File: src/sv/i2cm_pkg.sv
// Shared types and constants for the I2C master bit engine.
package i2cm_pkg;

   localparam int unsigned CSR_INDEX_W = 1;
   localparam int unsigned CSR_DATA_W  = 16;
   localparam int unsigned PHASE_W     = 16;
   localparam int unsigned POLL_W      = 8;
   localparam int unsigned BIT_IDX_W   = 4;

   localparam logic [CSR_INDEX_W-1:0] CSR_HALF_PERIOD = 1'b0;
   localparam logic [CSR_INDEX_W-1:0] CSR_ACK_POLL    = 1'b1;

   localparam logic [PHASE_W-1:0] HALF_PERIOD_RESET = 16'd10;
   localparam logic [POLL_W-1:0]  ACK_POLL_RESET    = 8'd100;

   localparam logic [BIT_IDX_W-1:0] BITS_PER_BYTE = 4'd8;

   typedef enum logic [2:0] {
      KIND_TICK  = 3'd0,
      KIND_START = 3'd1,
      KIND_STOP  = 3'd2,
      KIND_WRITE = 3'd3,
      KIND_READ  = 3'd4
   } kind_type;

   typedef enum logic [25:0] {
      ST_IDLE    = 26'h0000001,
      ST_STA_A   = 26'h0000002,
      ST_STA_B   = 26'h0000004,
      ST_STA_C   = 26'h0000008,
      ST_STA_D   = 26'h0000010,
      ST_STO_A   = 26'h0000020,
      ST_STO_B   = 26'h0000040,
      ST_STO_C   = 26'h0000080,
      ST_STO_D   = 26'h0000100,
      ST_WR_PRE  = 26'h0000200,
      ST_WR_DATA = 26'h0000400,
      ST_WR_HIGH = 26'h0000800,
      ST_WR_LOW  = 26'h0001000,
      ST_WR_ZERO = 26'h0002000,
      ST_WR_REL  = 26'h0004000,
      ST_WR_ACK  = 26'h0008000,
      ST_WR_END  = 26'h0010000,
      ST_RD_REL1 = 26'h0020000,
      ST_RD_REL2 = 26'h0040000,
      ST_RD_HIGH = 26'h0080000,
      ST_RD_LOW  = 26'h0100000,
      ST_RD_DRV1 = 26'h0200000,
      ST_RD_DRV2 = 26'h0400000,
      ST_RD_ACKD = 26'h0800000,
      ST_RD_ACKH = 26'h1000000,
      ST_RD_END  = 26'h2000000
   } state_type;

   typedef struct packed {
      logic [2:0] kind;
      logic [7:0] write_byte;
      logic       final_nack;
      logic       sda_in;
   } req_type;

   typedef struct packed {
      logic       scl_level;
      logic       sda_level;
      logic       sda_drive;
      logic       busy_res;
      logic       done_res;
      logic [7:0] read_byte;
      logic       no_ack;
      logic       rejected;
   } rsp_type;

   typedef struct packed {
      logic [PHASE_W-1:0] half_period_ticks;
      logic [POLL_W-1:0]  ack_poll_ticks;
   } cfg_type;

endpackage

File: src/sv/i2cm_seq.sv
// Line sequencer: state registers and the one-word step logic.
module i2cm_seq (
   input  logic              clock,
   input  logic              reset,
   input  logic              step_en,
   input  i2cm_pkg::req_type item,
   input  i2cm_pkg::cfg_type cfg,
   output i2cm_pkg::rsp_type result
);
   import i2cm_pkg::*;

   state_type              state_ff, state_in;
   logic [PHASE_W-1:0]     phase_ff, phase_in;
   logic [BIT_IDX_W-1:0]   bit_idx_ff, bit_idx_in;
   logic [7:0]             shift_ff, shift_in;
   logic                   nack_ff, nack_in;
   logic                   ack_seen_ff, ack_seen_in;
   logic                   scl_ff, scl_in;
   logic                   sda_ff, sda_in;
   logic                   drive_ff, drive_in;
   logic [PHASE_W-1:0]     half_eff;
   logic [PHASE_W-1:0]     poll_eff;

   assign half_eff = (cfg.half_period_ticks == '0) ? PHASE_W'(1) : cfg.half_period_ticks;
   assign poll_eff = (cfg.ack_poll_ticks == '0) ? PHASE_W'(1)
                                                : {{(PHASE_W-POLL_W){1'b0}}, cfg.ack_poll_ticks};

   always_comb begin
      logic do_adv;
      logic fin_done;
      logic fin_noack;
      logic [7:0] fin_read;
      logic rej;
      state_in    = state_ff;
      phase_in    = phase_ff;
      bit_idx_in  = bit_idx_ff;
      shift_in    = shift_ff;
      nack_in     = nack_ff;
      ack_seen_in = ack_seen_ff;
      scl_in      = scl_ff;
      sda_in      = sda_ff;
      drive_in    = drive_ff;
      do_adv      = 1'b0;
      fin_done    = 1'b0;
      fin_noack   = 1'b0;
      fin_read    = 8'd0;
      rej         = 1'b0;

      if (item.kind == KIND_TICK) begin
         if (state_ff != ST_IDLE) begin
            if (state_ff == ST_WR_ACK && !item.sda_in) begin
               ack_seen_in = 1'b1;
               do_adv      = 1'b1;
            end else if (phase_ff > PHASE_W'(1)) begin
               phase_in = phase_ff - PHASE_W'(1);
            end else begin
               do_adv = 1'b1;
            end
         end
      end else if (item.kind inside {KIND_START, KIND_STOP, KIND_WRITE, KIND_READ}) begin
         if (state_ff != ST_IDLE) begin
            rej = 1'b1;
         end else begin
            phase_in = half_eff;
            case (item.kind)
               KIND_START: begin
                  drive_in = 1'b1;
                  sda_in   = 1'b1;
                  state_in = ST_STA_A;
               end
               KIND_STOP: begin
                  drive_in = 1'b1;
                  scl_in   = 1'b0;
                  state_in = ST_STO_A;
               end
               KIND_WRITE: begin
                  drive_in    = 1'b1;
                  scl_in      = 1'b0;
                  shift_in    = item.write_byte;
                  bit_idx_in  = '0;
                  ack_seen_in = 1'b0;
                  state_in    = ST_WR_PRE;
               end
               default: begin
                  drive_in   = 1'b0;
                  shift_in   = 8'd0;
                  bit_idx_in = '0;
                  nack_in    = item.final_nack;
                  state_in   = ST_RD_REL1;
               end
            endcase
         end
      end

      if (do_adv) begin
         phase_in = half_eff;
         case (state_ff)
            ST_STA_A: begin scl_in = 1'b1; state_in = ST_STA_B; end
            ST_STA_B: begin sda_in = 1'b0; state_in = ST_STA_C; end
            ST_STA_C: begin scl_in = 1'b0; state_in = ST_STA_D; end
            ST_STO_A: begin sda_in = 1'b0; state_in = ST_STO_B; end
            ST_STO_B: begin scl_in = 1'b1; state_in = ST_STO_C; end
            ST_STO_C: begin sda_in = 1'b1; state_in = ST_STO_D; end
            ST_STO_D: begin
               scl_in   = 1'b0;
               sda_in   = 1'b0;
               state_in = ST_IDLE;
               phase_in = '0;
               fin_done = 1'b1;
            end
            ST_WR_DATA: begin scl_in = 1'b1; state_in = ST_WR_HIGH; end
            ST_WR_HIGH: begin
               scl_in     = 1'b0;
               bit_idx_in = bit_idx_ff + BIT_IDX_W'(1);
               state_in   = ST_WR_LOW;
            end
            ST_WR_PRE, ST_WR_LOW: begin
               if (state_ff == ST_WR_PRE || bit_idx_ff < BITS_PER_BYTE) begin
                  sda_in   = shift_ff[7];
                  shift_in = {shift_ff[6:0], 1'b0};
                  state_in = ST_WR_DATA;
               end else begin
                  sda_in   = 1'b0;
                  state_in = ST_WR_ZERO;
               end
            end
            ST_WR_ZERO: begin drive_in = 1'b0; state_in = ST_WR_REL; end
            ST_WR_REL: begin
               scl_in   = 1'b1;
               state_in = ST_WR_ACK;
               phase_in = poll_eff;
            end
            ST_WR_ACK: begin scl_in = 1'b0; state_in = ST_WR_END; end
            ST_WR_END: begin
               drive_in  = 1'b1;
               sda_in    = 1'b1;
               fin_noack = !ack_seen_ff;
               state_in  = ST_IDLE;
               phase_in  = '0;
               fin_done  = 1'b1;
            end
            ST_RD_REL1: state_in = ST_RD_REL2;
            ST_RD_REL2: begin scl_in = 1'b1; state_in = ST_RD_HIGH; end
            ST_RD_HIGH: begin
               shift_in   = {shift_ff[6:0], item.sda_in};
               scl_in     = 1'b0;
               bit_idx_in = bit_idx_ff + BIT_IDX_W'(1);
               state_in   = ST_RD_LOW;
            end
            ST_RD_LOW: begin
               if (bit_idx_ff < BITS_PER_BYTE) begin
                  scl_in   = 1'b1;
                  state_in = ST_RD_HIGH;
               end else begin
                  drive_in = 1'b1;
                  state_in = ST_RD_DRV1;
               end
            end
            ST_RD_DRV1: state_in = ST_RD_DRV2;
            ST_RD_DRV2: begin sda_in = nack_ff; state_in = ST_RD_ACKD; end
            ST_RD_ACKD: begin scl_in = 1'b1; state_in = ST_RD_ACKH; end
            ST_RD_ACKH: begin scl_in = 1'b0; state_in = ST_RD_END; end
            ST_RD_END: begin
               fin_read = shift_ff;
               state_in = ST_IDLE;
               phase_in = '0;
               fin_done = 1'b1;
            end
            ST_STA_D: begin
               state_in = ST_IDLE;
               phase_in = '0;
               fin_done = 1'b1;
            end
            default: begin
               state_in = ST_IDLE;
               phase_in = '0;
            end
         endcase
      end

      result.scl_level = scl_in;
      result.sda_level = sda_in;
      result.sda_drive = drive_in;
      result.busy_res  = (state_in != ST_IDLE);
      result.done_res  = fin_done;
      result.read_byte = fin_read;
      result.no_ack    = fin_noack;
      result.rejected  = rej;
   end

   always_ff @(posedge clock) begin
      if (reset) begin
         state_ff    <= ST_IDLE;
         phase_ff    <= '0;
         bit_idx_ff  <= '0;
         shift_ff    <= 8'd0;
         nack_ff     <= 1'b0;
         ack_seen_ff <= 1'b0;
         scl_ff      <= 1'b0;
         sda_ff      <= 1'b1;
         drive_ff    <= 1'b1;
      end else if (step_en) begin
         state_ff    <= state_in;
         phase_ff    <= phase_in;
         bit_idx_ff  <= bit_idx_in;
         shift_ff    <= shift_in;
         nack_ff     <= nack_in;
         ack_seen_ff <= ack_seen_in;
         scl_ff      <= scl_in;
         sda_ff      <= sda_in;
         drive_ff    <= drive_in;
      end
   end

endmodule

File: src/sv/i2c_master_bit_engine.sv
// Top level of the I2C master bit engine: channels, registers and sequencer.
//
//   Port group   Direction   Handshake             Word
//   req_         in          req_valid/req_stall   command or tick with sampled SDA
//   rsp_         out         rsp_valid/rsp_stall   pin levels, done, read data, status
//   csr_         in          csr_wr_en             register index and data
//
// One word is accepted per clock while req_stall is low; each produces one result,
// after the input register and the result register.
// The sequencer state advances in the cycle a word moves from the input
// register into the result register.
// Reset empties both registers, resets the sequencer and presets the CSRs.
// A stalled result holds its register; the input side stalls only when the input
// register is full and the result cannot move.
module i2c_master_bit_engine (
   input  logic                                  clock,
   input  logic                                  reset,
   input  logic                                  req_valid,
   output logic                                  req_stall,
   input  i2cm_pkg::req_type                     req_data,
   output logic                                  rsp_valid,
   input  logic                                  rsp_stall,
   output i2cm_pkg::rsp_type                     rsp_data,
   input  logic                                  csr_wr_en,
   input  logic [i2cm_pkg::CSR_INDEX_W-1:0]      csr_index,
   input  logic [i2cm_pkg::CSR_DATA_W-1:0]       csr_wr_data
);
   import i2cm_pkg::*;

   logic    in_valid_ff, in_valid_in;
   req_type in_data_ff;
   logic    out_valid_ff, out_valid_in;
   rsp_type out_data_ff;
   cfg_type cfg_ff;
   rsp_type step_result;
   logic    out_free;
   logic    step_en;
   logic    req_take;

   assign out_free  = !out_valid_ff || !rsp_stall;
   assign step_en   = in_valid_ff && out_free;
   assign req_stall = in_valid_ff && !out_free;
   assign req_take  = req_valid && !req_stall;

   assign in_valid_in  = req_take ? 1'b1 : (step_en ? 1'b0 : in_valid_ff);
   assign out_valid_in = step_en ? 1'b1 : ((out_valid_ff && !rsp_stall) ? 1'b0 : out_valid_ff);

   assign rsp_valid = out_valid_ff;
   assign rsp_data  = out_data_ff;

   always_ff @(posedge clock) begin
      if (reset) begin
         in_valid_ff  <= 1'b0;
         out_valid_ff <= 1'b0;
      end else begin
         in_valid_ff  <= in_valid_in;
         out_valid_ff <= out_valid_in;
      end
   end

   always_ff @(posedge clock) begin
      if (req_take) begin
         in_data_ff <= req_data;
      end
      if (step_en) begin
         out_data_ff <= step_result;
      end
   end

   always_ff @(posedge clock) begin
      if (reset) begin
         cfg_ff.half_period_ticks <= HALF_PERIOD_RESET;
         cfg_ff.ack_poll_ticks    <= ACK_POLL_RESET;
      end else if (csr_wr_en) begin
         case (csr_index)
            CSR_HALF_PERIOD: cfg_ff.half_period_ticks <= csr_wr_data[PHASE_W-1:0];
            CSR_ACK_POLL:    cfg_ff.ack_poll_ticks    <= csr_wr_data[POLL_W-1:0];
            default: ;
         endcase
      end
   end

   i2cm_seq u_seq (
      .clock   (clock),
      .reset   (reset),
      .step_en (step_en),
      .item    (in_data_ff),
      .cfg     (cfg_ff),
      .result  (step_result)
   );

   a_done_not_busy : assert property (@(posedge clock) disable iff (reset)
      rsp_valid |-> !(rsp_data.done_res && rsp_data.busy_res))
      else $error("done and busy reported together");

   a_reject_busy : assert property (@(posedge clock) disable iff (reset)
      (rsp_valid && rsp_data.rejected) |-> rsp_data.busy_res)
      else $error("rejected word while sequencer idle");

   a_noack_done : assert property (@(posedge clock) disable iff (reset)
      (rsp_valid && rsp_data.no_ack) |-> rsp_data.done_res)
      else $error("no_ack without a finished write");

   a_step_fills_out : assert property (@(posedge clock) disable iff (reset)
      (in_valid_ff && !(rsp_valid && rsp_stall)) |=> rsp_valid)
      else $error("stepped word did not reach the result register");

endmodule

File: config.mk
export PLATFORM = sky130hd
export DESIGN_NAME = i2c_master_bit_engine
export DESIGN_NICKNAME = d
export VERILOG_FILES = /design/src/sv/i2cm_pkg.sv /design/src/sv/i2cm_seq.sv /design/src/sv/i2c_master_bit_engine.sv
export SDC_FILE = /design/constraint.sdc
export NUM_CORES = 1
export LEC_CHECK = 0
export ABC_AREA = 1
export BUFFER_PORTS_ARGS = -buffer_cell sky130_fd_sc_hd__buf_2
export CAP_MARGIN = 20
export CORE_MARGIN = 3
export CORE_UTILIZATION = 61
export DETAILED_ROUTE_END_ITERATION = 16
export PLACE_DENSITY_LB_ADDON = 0.05
export SYNTH_ARGS = -nofsm -noshare
export SYNTH_HDL_FRONTEND = slang
export SYNTH_SLANG_ARGS = --single-unit
File: constraint.sdc
create_clock -name clock -period 3.2 [get_ports clock]
set_input_delay 0.96 -clock clock [delete_from_list [all_inputs] [get_ports clock]]
set_output_delay 0.96 -clock clock [all_outputs]
set_load 0.005 [all_outputs]
=== Word level (Yosys, flattened, before mapping) ===
Index checks and enable logic that the tools add are counted.

* Register bits: 113
* Latch bits: 0
* RAM bits: 0
* Bits in read-only memories: 0
* Bits of input ports: 35
* Output and inout bits: 17
* Memories kept: 0

* $add $sub $neg: 2
* $mul: 0
* Div/mod/pow operators: 0
* Order comparisons: 2
* Equal/unequal tests: 39
* Shift-type cells: 0
* Multiplexer cells: 68
* Bitwise logic cells: 5
* Reduce and logical (&&, ||, !) cells: 40

{| class="wikitable"
|+ Operators with widths
! kind !! count
|-
| 26-bit one-hot mux with 20 select lines || 1
|-
| 16-bit two-way mux || 8
|-
| 26-bit two-way mux || 4
|-
| 18-bit one-hot mux with 3 select lines || 1
|-
| 26-bit by 1-bit != test with 1-bit output (second input constant) || 2
|-
| 8-bit two-way mux || 6
|-
| 1-bit two-way mux || 34
|-
| 16-bit one-hot mux with 2 select lines || 1
|-
| 8-bit one-hot mux with 2 select lines || 2
|-
| 26-bit by 10-bit == test with 1-bit output (second input constant) || 1
|-
| 26-bit by 11-bit == test with 1-bit output (second input constant) || 1
|-
| 26-bit by 12-bit == test with 1-bit output (second input constant) || 1
|-
| 26-bit by 13-bit == test with 1-bit output (second input constant) || 1
|-
| 26-bit by 14-bit == test with 1-bit output (second input constant) || 1
|-
| 26-bit by 15-bit == test with 1-bit output (second input constant) || 1
|-
| 26-bit by 16-bit == test with 1-bit output (second input constant) || 1
|-
| 26-bit by 17-bit == test with 1-bit output (second input constant) || 1
|-
| 26-bit by 18-bit == test with 1-bit output (second input constant) || 1
|-
| 26-bit by 19-bit == test with 1-bit output (second input constant) || 1
|-
| 26-bit by 2-bit == test with 1-bit output (second input constant) || 1
|-
| 26-bit by 20-bit == test with 1-bit output (second input constant) || 1
|-
| 26-bit by 21-bit == test with 1-bit output (second input constant) || 1
|-
| 26-bit by 22-bit == test with 1-bit output (second input constant) || 1
|-
| 26-bit by 23-bit == test with 1-bit output (second input constant) || 1
|-
| 44 further kinds || 82
|}

=== Longest topological paths before layout ===
Gate-level depths: netlist of run 1.

* Depth in word-level cells: 9
* Gate-level depth with buffers: 18
* Mapped depth without buffers: 17

=== Hierarchy ===
Synthesis of run 1 repeated with hierarchy kept, for this count alone.

* Cell total of the unflattened synthesis: 973
* Area, all modules: 6706.4 um2

{| class="wikitable"
|+ By module, submodules not included
! module !! times used !! cells each !! area each (um2)
|-
| i2cm_seq || 1 || 796 || 4818.4
|-
| i2c_master_bit_engine || 1 || 177 || 1888.1
|}

=== Least setup slack after synthesis of run 1 ===
OpenSTA, ideal clock, no wires.

* Kind: register -> register
* From: register in_data_ff[11] (netlist name)
* To: register u_seq.phase_ff[3]
* Setup time: 0.120 ns
* Arrival time: 2.251 ns
* Setup slack: 0.830 ns
* Cell stages (with the launch flop): 13
* Clock period less this slack: 2.370 ns
* Cells stage by stage: edfxtp_1 -> nor2_1 -> inv_1 -> nor2_2 -> clkbuf_1 -> clkbuf_1 -> ha_1 -> nor3_1 -> o21ai_0 -> a31oi_2 -> clkbuf_1 -> o21ai_0 -> a21oi_1

* Cells in the longest elaborated chain, start to end: 4
* Elaborated cells between the ends (all ways): 15
* Classes of those cells: eq/ne: 8; mux: 3; reduce/logical: 4

{| class="wikitable"
|+ Ends and longest elaborated chain
! what !! line !! RTL
|-
| from (decl) || i2c_master_bit_engine.sv:31 || <nowiki>req_type in_data_ff;</nowiki>
|-
| from (signal assigned) || i2c_master_bit_engine.sv:63 || <nowiki>in_data_ff <= req_data;</nowiki>
|-
| 3-bit by 1-bit == test with 1-bit output, or another cell as far along || i2cm_seq.sv:60 || <nowiki>end else if (item.kind inside {KIND_START, KIND_STOP, KIND_WRITE, KIND_READ}) begin</nowiki>
|-
| 4-bit nonzero test or 1-bit two-way mux (tied branches) || i2cm_seq.sv:60, i2cm_seq.sv:49 ||
|-
| 3-bit nonzero test (no source line), or another cell as far along || n/a ||
|-
| 6-bit AND reduction (no source line) || n/a ||
|-
| to (signal assigned) || i2cm_seq.sv:204 || <nowiki>phase_ff <= phase_in;</nowiki>
|-
| to (decl) || i2cm_seq.sv:13 || <nowiki>logic [PHASE_W-1:0] phase_ff, phase_in;</nowiki>
|}

Several ways; a longest one is shown, not always the timed one.
A chain may end at the register's enable or synchronous reset.

=== Worst setup path after layout of run 1 ===
* From: register u_seq.state_ff[16]
* To: register u_seq.phase_ff[4]

* Cells in the longest elaborated chain, start to end: 7
* Elaborated cells between the ends (all ways): 35
* Classes of those cells: eq/ne: 26; mux: 5; reduce/logical: 4

{| class="wikitable"
|+ Ends and longest elaborated chain
! what !! line !! RTL
|-
| from (decl) || i2cm_seq.sv:12 || <nowiki>state_type state_ff, state_in;</nowiki>
|-
| from (signal assigned) || i2cm_seq.sv:203 || <nowiki>state_ff <= state_in;</nowiki>
|-
| 26-bit by 16-bit == test with 1-bit output || i2cm_seq.sv:51, i2cm_seq.sv:97 ||
|-
| 1-bit logical AND || i2cm_seq.sv:51 || <nowiki>if (state_ff == ST_WR_ACK && !item.sda_in) begin</nowiki>
|-
| 1-bit two-way mux || i2cm_seq.sv:51 ||
|-
| 1-bit two-way mux || i2cm_seq.sv:50 || <nowiki>if (state_ff != ST_IDLE) begin</nowiki>
|-
| 1-bit two-way mux || i2cm_seq.sv:49 || <nowiki>if (item.kind == KIND_TICK) begin</nowiki>
|-
| 3-bit != test (no source line), or another cell as far along || n/a ||
|-
| 6-bit AND reduction (no source line) || n/a ||
|}

Several ways; a longest one is shown, not always the timed one.

==> results of run 1 <==
## worst max-delay path: stages, from the launching register on
cell and delay (ns):
dfxtp_1 0.41, nor2_1 0.10, nand2_1 0.14, nor2_1 0.08
nand2_1 0.31, nor2_1 0.21, nor2_1 0.12, nand2_1 0.08
nor2_1 0.14, nand4_1 0.59, nand3_1 0.26, nand3b_1 0.12
nand2_1 0.08, inv_1 0.04
## registers in the layout (all words and copies together) (netlist names)
signal	cells
rsp_valid	1
u_seq.sda_ff	1
u_seq.ack_seen_ff	1
rsp_data	15
u_seq.drive_ff	1
u_seq.bit_idx_ff	4
u_seq.shift_ff	8
u_seq.state_ff	26
in_data_ff	13
u_seq.phase_ff	16
u_seq.nack_ff	1
in_valid_ff	1
cfg_ff	24
u_seq.scl_ff	1
## synth_stat cells (2+ instances only)
cell and count:
a211oi_1 2, a21oi_1 61, a21oi_2 2, a31oi_1 15, buf_2 2, buf_4 3
buf_6 4, clkbuf_1 22, clkinv_1 4, dfxtp_1 85, edfxtp_1 28, ha_1 6
inv_1 130, inv_2 4, nand2_1 173, nand2_2 9, nand2_4 2, nand2_8 2
nand3_1 92, nand3b_1 7, nand4_1 13, nor2_1 150, nor2_2 14, nor2_4 2
nor3_1 18, nor4_1 5, o211ai_1 10, o21ai_0 103, o21ai_1 4, o221ai_1 3
o22ai_1 2, xnor2_1 4, xor2_1 4
## per-stage QoR
step	utilization	worst slack (ns)
after floorplan	-	0.830
after global placement	0.673	0.553
after detailed placement	0.673	0.537
after CTS	0.734	0.519
after global routing	0.734	0.171
final	0.734	0.441
## where the power goes
part	switching (mW)	internal, mW
Sequential	0.0662	1.54
Combinational	0.423	0.197
Clock	0.650	1.36
Total	1.14	3.10
## area by class of cell
| type | instances | area (µm²) |
|---|---|---|
| Clock buffer | 24 | 523 |
| Clock inverter | 8 | 119 |
| Fill cell | 910 | 2810 |
| Inverter | 139 | 527 |
| Multi-Input combinational cell | 715 | 3510 |
| Sequential cell | 113 | 2540 |
| Tap cell | 136 | 170 |
| Timing Repair Buffer | 64 | 353 |
## final timing paths
check        cells past startpoint                 to  slack, ns                from
min                              2          rsp_valid       0.47         in_valid_ff
min reg2reg                      2          rsp_valid       0.47         in_valid_ff
max                             13  u_seq.phase_ff[4]       0.44  u_seq.state_ff[16]
max reg2reg                     13  u_seq.phase_ff[4]       0.44  u_seq.state_ff[16]
## kinds of logic after synthesis
group	count (synthesis)	share of synthesized area
adders and majority gates	6	0.0111
xor gates and xnor gates	8	0.0104
AOI/OAI and AO/OA	207	0.168
and+or+nand+nor	494	0.331
DFF	113	0.377
buffers and inverters	171	0.102
## routing by layer
metal / share of wire / vias to the layer above / track usage
li1: - / 3406 / -
met1: 0.43 / 3073 / 0.393
met2: 0.47 / 288 / 0.496
met3: 0.069 / 53 / 0.0562
met4: 0.038 / 0 / 0.160
met5: 0 / - / 0
==> impl_results.md, run 1 <==
- Initial antenna violation count: 0
- Min Tclk post-route: 2.76 ns
- Final slew viol count: 0
- Layout area overhead: 14.8%
- Synth top area cells: dfxtp_1 (25%), edfxtp_1 (12%), nand2_1 (9.6%)
- Final hold vios: 0
- CTS H-tree depth: 4
- Power Density: 547 nW/µm²
- Top cell type's share of synthesized area: 0.252
- RePlAce Congestion: 0.999
- Final Cell Area: 7740 µm²
- Netlist cell types: 47
- VDD IR-drop max: 550 µV
- Number of diodes: 0
- DR iter-0 viols: 636
- Max Fanout on Critical Path: 11
- Critical setup path kind: flop to flop
- Main flop type after synthesis: dfxtp_1
- CP Data Required Time: 3.65 ns
- Most frequent cells in the layout: nand2_1 (173), nor2_1 (150), inv_1 (130), o21ai_0 (103), nand3_1 (92)
- Initial core utilization: 0.639
- Most common cell after layout, fill and taps aside: nand2_1
- Pin count of the biggest net entering global routing: 50
- EDFF count, synth: 28
- IO Pins: 52
- Placed insts: 1167
- PortBufs: 51
- Max_cap viols: 0
- Max_slew headroom: 0.503
- Clock Path Buffers: 2
- TritonRoute pass-1 iters: 5
- Seq/Total Area, Yosys: 0.377
- Status: finished, final reports clean
- Setup Buffers After CTS: 0
- Clock sink count: 113
- Die W: 111 µm
- Clk pin slew, worst setup/hold paths: 0.06 ns
- Leading area contributor after synthesis: dfxtp_1
- Period Utilization, post-route: 0.862
- Total power draw: 4.24 mW
- Global route overflow: 0
- CTS buffer count: 17
- Clock Skews: 0.0102 ns
- Vias per inst: 5.69
- Placed Area: 7100 µm²
- PostCTS Resize Cnt: 0
- Final setup viols: 0
- Synth warn: 0
- Vias: 6820
- Post-synth ARST share: 0
- Routed len/inst: 15.5 µm
- Core Box Area: 10600 µm²
- CTS root buffer: clkbuf_8
- Die ar.: 12300 µm²
- Leak: 3.44 nW
- Setup TNS: 0 ns
- Worst Tran Pin Value: 0.743 ns
- Nets: 1091
- Type of the worst min-delay path: flop to flop
- Global Route Usage Sum: 0.307
- FMAX: 362 MHz
- Post-Syn Nets: 1040
- ANT nets after route: 0
- Final Non-Filler Cells: 1199
- Synth Instances: 999
- Vias in the first global route: 6368
- Die height: 111 µm
- CP Launch Type: flop
- Hold WS: 0.471 ns
- Final HPWL DP: 13200 µm
- Synth Register Bits: 113
- CTS Hold Bufs: 0
- Mapped cell area: 6740 µm²
- DRC viols: 0
- Routed WL: 18600 µm
- Worst Path Arrival: 3.20 ns
- Worst-Skew Late Latency: 0.54 ns
- First-pass GRT wire length: 30700 µm
- Layout cells sized above 1: 0.129
- # rows: 37
- CTS tree: built
- Synth Area per Inst: 6.75 µm²
- Crit. End Element: flop
- RSZ-0062 raised after global routing: no
Note: power is estimated with default switching activity, not from simulation.
==> inputs of run 2 (changes only) <==
CELL_PAD_IN_SITES_DETAIL_PLACEMENT = 0   (was default)
CELL_PAD_IN_SITES_GLOBAL_PLACEMENT = 1   (was default)
CORE_ASPECT_RATIO = 1.2   (was default)
CORE_UTILIZATION = 44   (was 61)
==> impl_results.md, run 2 (synthesis results as in run 1) <==
- Status: finished, final reports clean (unchanged)
- Power Density: 512 nW/µm² (was 547 nW/µm²)
- Initial antenna violation count: 0 (unchanged)
- IO Pins: 52 (unchanged)
- Vias in the first global route: 6435 (was 6368)
- Area of the multi-input gates: 3510 µm² (unchanged)
- Min Tclk post-route: 2.75 ns (was 2.76 ns)
- FMAX: 363 MHz (was 362 MHz)
- Global route overflow: 0 (unchanged)
- PostCTS Resize Cnt: 0 (unchanged)
- CTS root buffer: clkbuf_16 (was clkbuf_8)
- CTS Hold Bufs: 0 (unchanged)
- Hold Crit Depth: 2 (unchanged)
- Sw frac: 0.310 (was 0.269)
- Fillers: 1567 (was 910)
- Top Registers: u_seq.state_ff: 26 flops, cfg_ff: 24 flops, u_seq.phase_ff: 16 flops (unchanged)
- Largest reg by FF count: u_seq.state_ff (unchanged)
- Crit-path most repeated cell: nor2_1 (unchanged)
- Routed WL: 20200 µm (was 18600 µm)
- Die ar.: 16800 µm² (was 12300 µm²)
- Clk pin slew, worst setup/hold paths: 0.06 ns (about the same)
- Clock sink count: 113 (unchanged)
- Clock Skews: 0.0101 ns (was 0.0102 ns)
- CP Data Required Time: 3.37 ns (was 3.65 ns)
- Die height: 142 µm (was 111 µm)
- Final setup viols: 0 (unchanged)
- Number of diodes: 0 (unchanged)
- Clock Path Buffers: 2 (unchanged)
- Final hold vios: 0 (unchanged)
- CP max stage cell: nor3_4 (was nand4_1)
- Max_slew headroom: 0.574 (was 0.503)
- Core Box Area: 14700 µm² (was 10600 µm²)
- PortBufs: 51 (unchanged)
- Layout cells sized above 1: 0.131 (was 0.129)
- Total area of sequential cells: 2540 µm² (unchanged)
- CP Launch Type: flop (unchanged)
- Critical setup path kind: flop to flop (unchanged)
- CP peak stage delay: 0.38 ns (was 0.59 ns)
- CTS tree: built (unchanged)
- Max_cap viols: 0 (unchanged)
- Final slew viol count: 0 (unchanged)
- Largest register FFs: 26 (unchanged)
- Sequential fraction of design power: 0.405 (was 0.380)
- TritonRoute pass-1 iters: 6 (was 5)
- Most frequent cells in the layout: nand2_1 (173), nor2_1 (150), inv_1 (130), o21ai_0 (103), nand3_1 (92) (unchanged)
- Final HPWL DP: 14700 µm (was 13200 µm)
- Worst-Skew Late Latency: 0.42 ns (was 0.54 ns)
- R2R cell count: 14 (was 13)
- ANT nets after route: 0 (unchanged)
- Initial core utilization: 0.458 (was 0.639)
- RePlAce Congestion: 0.902 (was 0.999)
- Die W: 119 µm (was 111 µm)
- RSZ-0062 raised after global routing: no (unchanged)
- Levels on crit path: 14 (was 13)
- Comb power frac: 0.158 (was 0.146)
- CTS H-tree depth: 4 (unchanged)
- Type of the worst min-delay path: flop to flop (unchanged)
- Internal power: 2.74 mW (was 3.10 mW)
- Max Fanout on Critical Path: 34 (was 11)
- Global Route Usage Sum: 0.244 (was 0.307)
- Vias per inst: 5.27 (was 5.69)
- Crit. End Element: flop (unchanged)
- Routed len/inst: 16.0 µm (was 15.5 µm)
- Period Utilization, post-route: 0.860 (was 0.862)
- Clock share of power: 0.437 (was 0.474)
- Worst path cell trace: nor2_2 -> nand2_1 -> nor3_4 -> nand2_4 -> nand2_4 -> inv_6 -> nand2_8 -> nor2_1 -> nor2_1 -> nand2_1 -> nor2_1 -> nand2_1 -> nor2_1 -> nand3_1 (was nor2_1 -> nand2_1 -> nor2_1 -> nand2_1 -> nor2_1 -> nor2_1 -> nand2_1 -> nor2_1 -> nand4_1 -> nand3_1 -> nand3b_1 -> nand2_1 -> inv_1)
- Worst Path Arrival: 2.92 ns (was 3.20 ns)
- Vias: 6680 (was 6820)
- Buffers and inverters on the worst path: 1 (unchanged)
- DR iter-0 viols: 526 (was 636)
- Most common cell after layout, fill and taps aside: nand2_1 (unchanged)
- Hold WS: 0.455 ns (was 0.471 ns)
- VDD IR-drop max: 286 µV (was 550 µV)
- # rows: 48 (was 37)
- CTS buffer count: 17 (unchanged)
- Setup Buffers After CTS: 0 (unchanged)
- Setup TNS: 0 ns (unchanged)
- First-pass GRT wire length: 32800 µm (was 30700 µm)
- Pin count of the biggest net entering global routing: 50 (unchanged)
- Layout area overhead: 15.1% (was 14.8%)
- Worst Tran Pin Value: 0.633 ns (was 0.743 ns)
- Nets: 1095 (was 1091)
- CP top delay family: simple AND/OR/NAND/NOR gates (unchanged)
- DRC viols: 0 (unchanged)
- Total power draw: 3.97 mW (was 4.24 mW)
- Sw power: 1.23 mW (was 1.14 mW)
- Leak: 3.39 nW (was 3.44 nW)
-- run 2: cell types whose count changed in the layout (fill, tap and decap cells not counted), sizes merged --
| cell | delta |
|---|---|
| buf | +4 |
| bufinv | -3 |
| clkbuf | -7 |
| clkinv | +2 |
| clkinvlp | +4 |
| inv | +4 |
-- run 2: final timing paths --
check	startpoint	to	slack (ns)
min	cfg_ff[0]	cfg_ff[0]	0.45
min reg2reg	cfg_ff[0]	cfg_ff[0]	0.45
max reg2reg	u_seq.state_ff[18]	rsp_data[11]	0.45
max	u_seq.state_ff[18]	rsp_data[11]	0.45
-- run 2: worst min-delay path, cell delays in order (launching register included) --
cell     delay (ns)
dfxtp_1        0.29
inv_1          0.06
a21oi_1        0.05
-- run 2: metrics by stage --
| stage | instances | util | cell area, µm² | setup slack (ns) |
|---|---|---|---|---|
| 2_1_floorplan | 999 | - | 6740 | 0.830 |
| 3_3_place_gp | 1235 | 0.491 | 7220 | 0.480 |
| 3_5_place_dp | 1235 | 0.491 | 7220 | 0.490 |
| 4_1_cts | 1267 | 0.527 | 7760 | 0.488 |
| 5_1_grt | 1267 | 0.527 | 7760 | 0.156 |
| 6_report | 1267 | 0.527 | 7760 | 0.448 |
-- run 2: power by group through the flow --
stage | clock, mW | combinational [mW] | sequential (mW)
finish | 1.74 | 0.627 | 1.61
global placement | 0 | 0.629 | 1.63
global route | 1.84 | 0.705 | 1.62
floorplan | 0 | 0.460 | 1.62
CTS | 1.77 | 0.629 | 1.61
detailed placement | 0 | 0.625 | 1.64
-- run 2: metal layers --
| layer | up-vias | wire (µm) | track usage |
|---|---|---|---|
| met5 | - | 0 | 0 |
| met4 | 0 | 760 | 0.110 |
| met3 | 42 | 714 | 0.0470 |
| met2 | 163 | 9980 | 0.422 |
| met1 | 3061 | 8770 | 0.294 |
| li1 | 3414 | - | - |
-- run 2: cell type report --
cell class	instances	area share
multi-input cells	715	0.452
flip-flops and latches	113	0.328
inverters	139	0.0679
repair buffers	68	0.0510
well taps	200	0.0322
clock buffers	17	0.0548
clock inverters	15	0.0144
==> inputs of run 3 (changes only) <==
ABC_AREA = default   (was 1)
CORE_UTILIZATION = 45   (was 44)
SLEW_MARGIN = 10   (was default)
==> impl_results.md, run 3 <==
- Most common cell after layout, fill and taps aside: nand2_1 (unchanged)
- Global Route Usage Sum: 0.261 (was 0.244)
- Vias in the first global route: 5838 (was 6435)
- Most frequent cells in the layout: nand2_1 (151), dfxtp_1 (85), a21oi_1 (62), nor2_1 (56), buf_2 (51) (was nand2_1 (173), nor2_1 (150), inv_1 (130), o21ai_0 (103), nand3_1 (92))
- Initial core utilization: 0.468 (was 0.458)
- EDFF count, synth: 28 (unchanged)
- Post-synth top cells: nand2_1 (151), dfxtp_1 (85), a21oi_1 (62) (was nand2_1 (173), nor2_1 (150), inv_1 (130))
- Post-synth ARST share: 0 (unchanged)
- CP Data Required Time: 3.57 ns (was 3.37 ns)
- Hold Crit Depth: 2 (unchanged)
- Power Density: 507 nW/µm² (was 512 nW/µm²)
- CTS buffer count: 17 (unchanged)
- Max_slew headroom: 0.496 (was 0.574)
- Vias: 6039 (was 6680)
- CTS H-tree depth: 4 (unchanged)
- Main flop type after synthesis: dfxtp_1 (unchanged)
- RePlAce Congestion: 0.948 (was 0.902)
- Final hold vios: 0 (unchanged)
- CP max stage cell: or4_1 (was nor3_4)
- Synth warn: 0 (unchanged)
- Routed len/inst: 19.3 µm (was 16.0 µm)
- Post-Syn Nets: 806 (was 1040)
- Most common cell in the netlist: nand2_1 (unchanged)
- Critical Path Source: u_seq.state_ff[16] (was u_seq.state_ff[18])
- Clk pin slew, worst setup/hold paths: 0.05 ns (was 0.06 ns)
- Initial antenna violation count: 0 (unchanged)
- First-pass GRT wire length: 31400 µm (was 32800 µm)
- Clock Skews: 0.00845 ns (was 0.0101 ns)
- Die height: 136 µm (was 142 µm)
- CP top delay family: simple AND/OR/NAND/NOR gates (unchanged)
- Crit. End Element: flop (unchanged)
- Die ar.: 15500 µm² (was 16800 µm²)
- Worst Path Arrival: 3.36 ns (was 2.92 ns)
- Final Non-Filler Cells: 1018 (was 1267)
- Largest reg by FF count: u_seq.state_ff (unchanged)
- Final HPWL DP: 14800 µm (was 14700 µm)
- R2R Setup Slk: 0.21 ns (was 0.45 ns)
- Final setup viols: 0 (unchanged)
- Clock Path Buffers: 2 (unchanged)
- CTS tree: built (unchanged)
- Worst path cell trace: nor4_4 -> nand2_2 -> nor2_1 -> nand3_1 -> ha_1 -> nor4_1 -> buf_4 -> o31ai_4 -> or4_1 -> a31oi_1 -> a21o_1 (was nor2_2 -> nand2_1 -> nor3_4 -> nand2_4 -> nand2_4 -> inv_6 -> nand2_8 -> nor2_1 -> nor2_1 -> nand2_1 -> nor2_1 -> nand2_1 -> nor2_1 -> nand3_1)
- Vias per inst: 5.93 (was 5.27)
- Nets: 879 (was 1095)
- Worst Tran Pin Value: 0.753 ns (was 0.633 ns)
- Final slew viol count: 0 (unchanged)
- Clock sink count: 113 (unchanged)
- Mapped cell area: 6310 µm² (was 6740 µm²)
- Synth Register Bits: 113 (unchanged)
- CTS Hold Bufs: 0 (unchanged)
- VDD IR-drop max: 352 µV (was 286 µV)
- Period Utilization, post-route: 0.935 (was 0.860)
- R2R cell count: 11 (was 14)
- Min-delay src: cfg_ff[0] (unchanged)
- CTS root buffer: clkbuf_16 (unchanged)
- RR Endpoint: u_seq.phase_ff[13] (was rsp_data[11])
- Leading area contributor after synthesis: dfxtp_1 (unchanged)
- Leak: 2.78 nW (was 3.39 nW)
- TritonRoute pass-1 iters: 5 (was 6)
- Synth top area cells: dfxtp_1 (27%), edfxtp_1 (13%), nand2_1 (9.0%) (was dfxtp_1 (25%), edfxtp_1 (12%), nand2_1 (9.6%))
- Synth Instances: 765 (was 999)
- Total power draw: 3.81 mW (was 3.97 mW)
- Top cell type's share of synthesized area: 0.270 (was 0.252)
- Largest register FFs: 26 (unchanged)
- Worst-Skew Late Latency: 0.42 ns (about the same)
- Die W: 114 µm (was 119 µm)
- FMAX: 334 MHz (was 363 MHz)
- Setup TNS: 0 ns (unchanged)
- Number of diodes: 0 (unchanged)
- Max_cap viols: 0 (unchanged)
- Pin count of the biggest net entering global routing: 37 (was 50)
- ANT nets after route: 0 (unchanged)
- FF-to-FF Start: u_seq.state_ff[16] (was u_seq.state_ff[18])
- Min Tclk post-route: 2.99 ns (was 2.75 ns)
- Top Registers: u_seq.state_ff: 26 flops, cfg_ff: 24 flops, u_seq.phase_ff: 16 flops (unchanged)
- CP peak stage delay: 0.52 ns (was 0.38 ns)
- RSZ-0062 raised after global routing: no (unchanged)
- # rows: 46 (was 48)
- CP Launch Type: flop (unchanged)
- Max Fanout on Critical Path: 9 (was 34)
- Critical setup path kind: flop to flop (unchanged)
- IO Pins: 52 (unchanged)
- Layout area overhead: 19.1% (was 15.1%)
- Seq/Total Area, Yosys: 0.403 (was 0.377)
- Netlist cell types: 75 (was 47)
- Buffers and inverters on the worst path: 1 (unchanged)
- DRC viols: 0 (unchanged)
- Status: finished, final reports clean (unchanged)
- Global route overflow: 0 (unchanged)
- Synth Area per Inst: 8.24 µm² (was 6.75 µm²)
- Core Box Area: 13500 µm² (was 14700 µm²)
- Layout cells sized above 1: 0.194 (was 0.131)
- Fillers: 1321 (was 1567)
- PortBufs: 51 (unchanged)
- Worst hold endpoint: cfg_ff[0] (unchanged)
- Placed insts: 987 (was 1235)
- Type of the worst min-delay path: flop to flop (unchanged)
- DR iter-0 viols: 426 (was 526)
- Routed WL: 19600 µm (was 20200 µm)
-- run 3: changes by cell type in the layout (fill, tap and decap cells not counted), moves of 19 or more --
cell / previous run / this run
inv_1: 130 / 10
o21ai_0: 103 / 19
nand3_1: 92 / 31
nor4_1: 5 / 28
nor2_1: 150 / 56
buf_4: 16 / 44
nand2_1: 173 / 151
nor3_1: 18 / 37
-- run 3: worst min-delay path, cell delays in order, from the launching register on --
cell and delay (ns):
dfxtp_1 0.31, nand2_1 0.05, a21oi_1 0.05
-- run 3: stage by stage --
| stage | util | instance area, µm² | hold slack [ns] | setup slack [ns] |
|---|---|---|---|---|
| after floorplan | - | 6310 | 0.436 | 0.0489 |
| after global placement | 0.516 | 6950 | 0.455 | 0.186 |
| after detailed placement | 0.516 | 6950 | 0.459 | 0.186 |
| after CTS | 0.557 | 7500 | 0.466 | 0.190 |
| after global routing | 0.558 | 7510 | 0.495 | 0.000232 |
| final | 0.558 | 7510 | 0.464 | 0.208 |
-- run 3: logic make-up after synthesis --
logic type | count (synthesis) | synth area share
and+or+nand+nor | 422 | 0.366
AOI/OAI and AO/OA | 160 | 0.166
DFF | 113 | 0.403
buffers and inverters | 54 | 0.0385
xor gates and xnor gates | 9 | 0.0125
adders and majority gates | 6 | 0.0119
muxes | 1 | 0.00159
-- run 3: area by class of cell --
| class | count | area [µm²] | share of cell area |
|---|---|---|---|
| clock buffer | 21 | 440 | 0.0586 |
| clock inverter | 10 | 114 | 0.0152 |
| inverter | 11 | 41.3 | 0.00550 |
| multi-input combinational | 598 | 3540 | 0.471 |
| sequential | 113 | 2540 | 0.339 |
| tap | 168 | 210 | 0.0280 |
| timing repair buffer | 97 | 626 | 0.0833 |
-- run 3: how the worst max path moves through the flow --
stage,end,slack [ns],cells past startpoint
after floorplan,u_seq.phase_ff[13],0.05,9
after global placement,rsp_data[11],0.19,8
after detailed placement,u_seq.phase_ff[4],0.19,9
after CTS,u_seq.phase_ff[4],0.19,9
after global routing,u_seq.phase_ff[7],0.0002,11
final,u_seq.phase_ff[13],0.21,11
-- run 3: routing by layer --
layer,GRT usage,vias to the layer above,wire (µm)
met5,0,-,0
met4,0.136,0,883
met3,0.0648,48,1050
met2,0.440,207,9710
met1,0.306,2826,7990
li1,-,2958,-
-- run 3: timing repair --
item | CTS | global route
setup buffers | 0 | 0
endpoints found under the setup margin | 0 | 5
endpoints found under the hold margin | 0 | 0
gates resized for setup | 0 | 2
-- run 3: power by group --
| part | switching [mW] | internal, mW |
|---|---|---|
| Clock | 0.667 | 1.13 |
| Sequential | 0.0458 | 1.52 |
| Combinational | 0.273 | 0.165 |
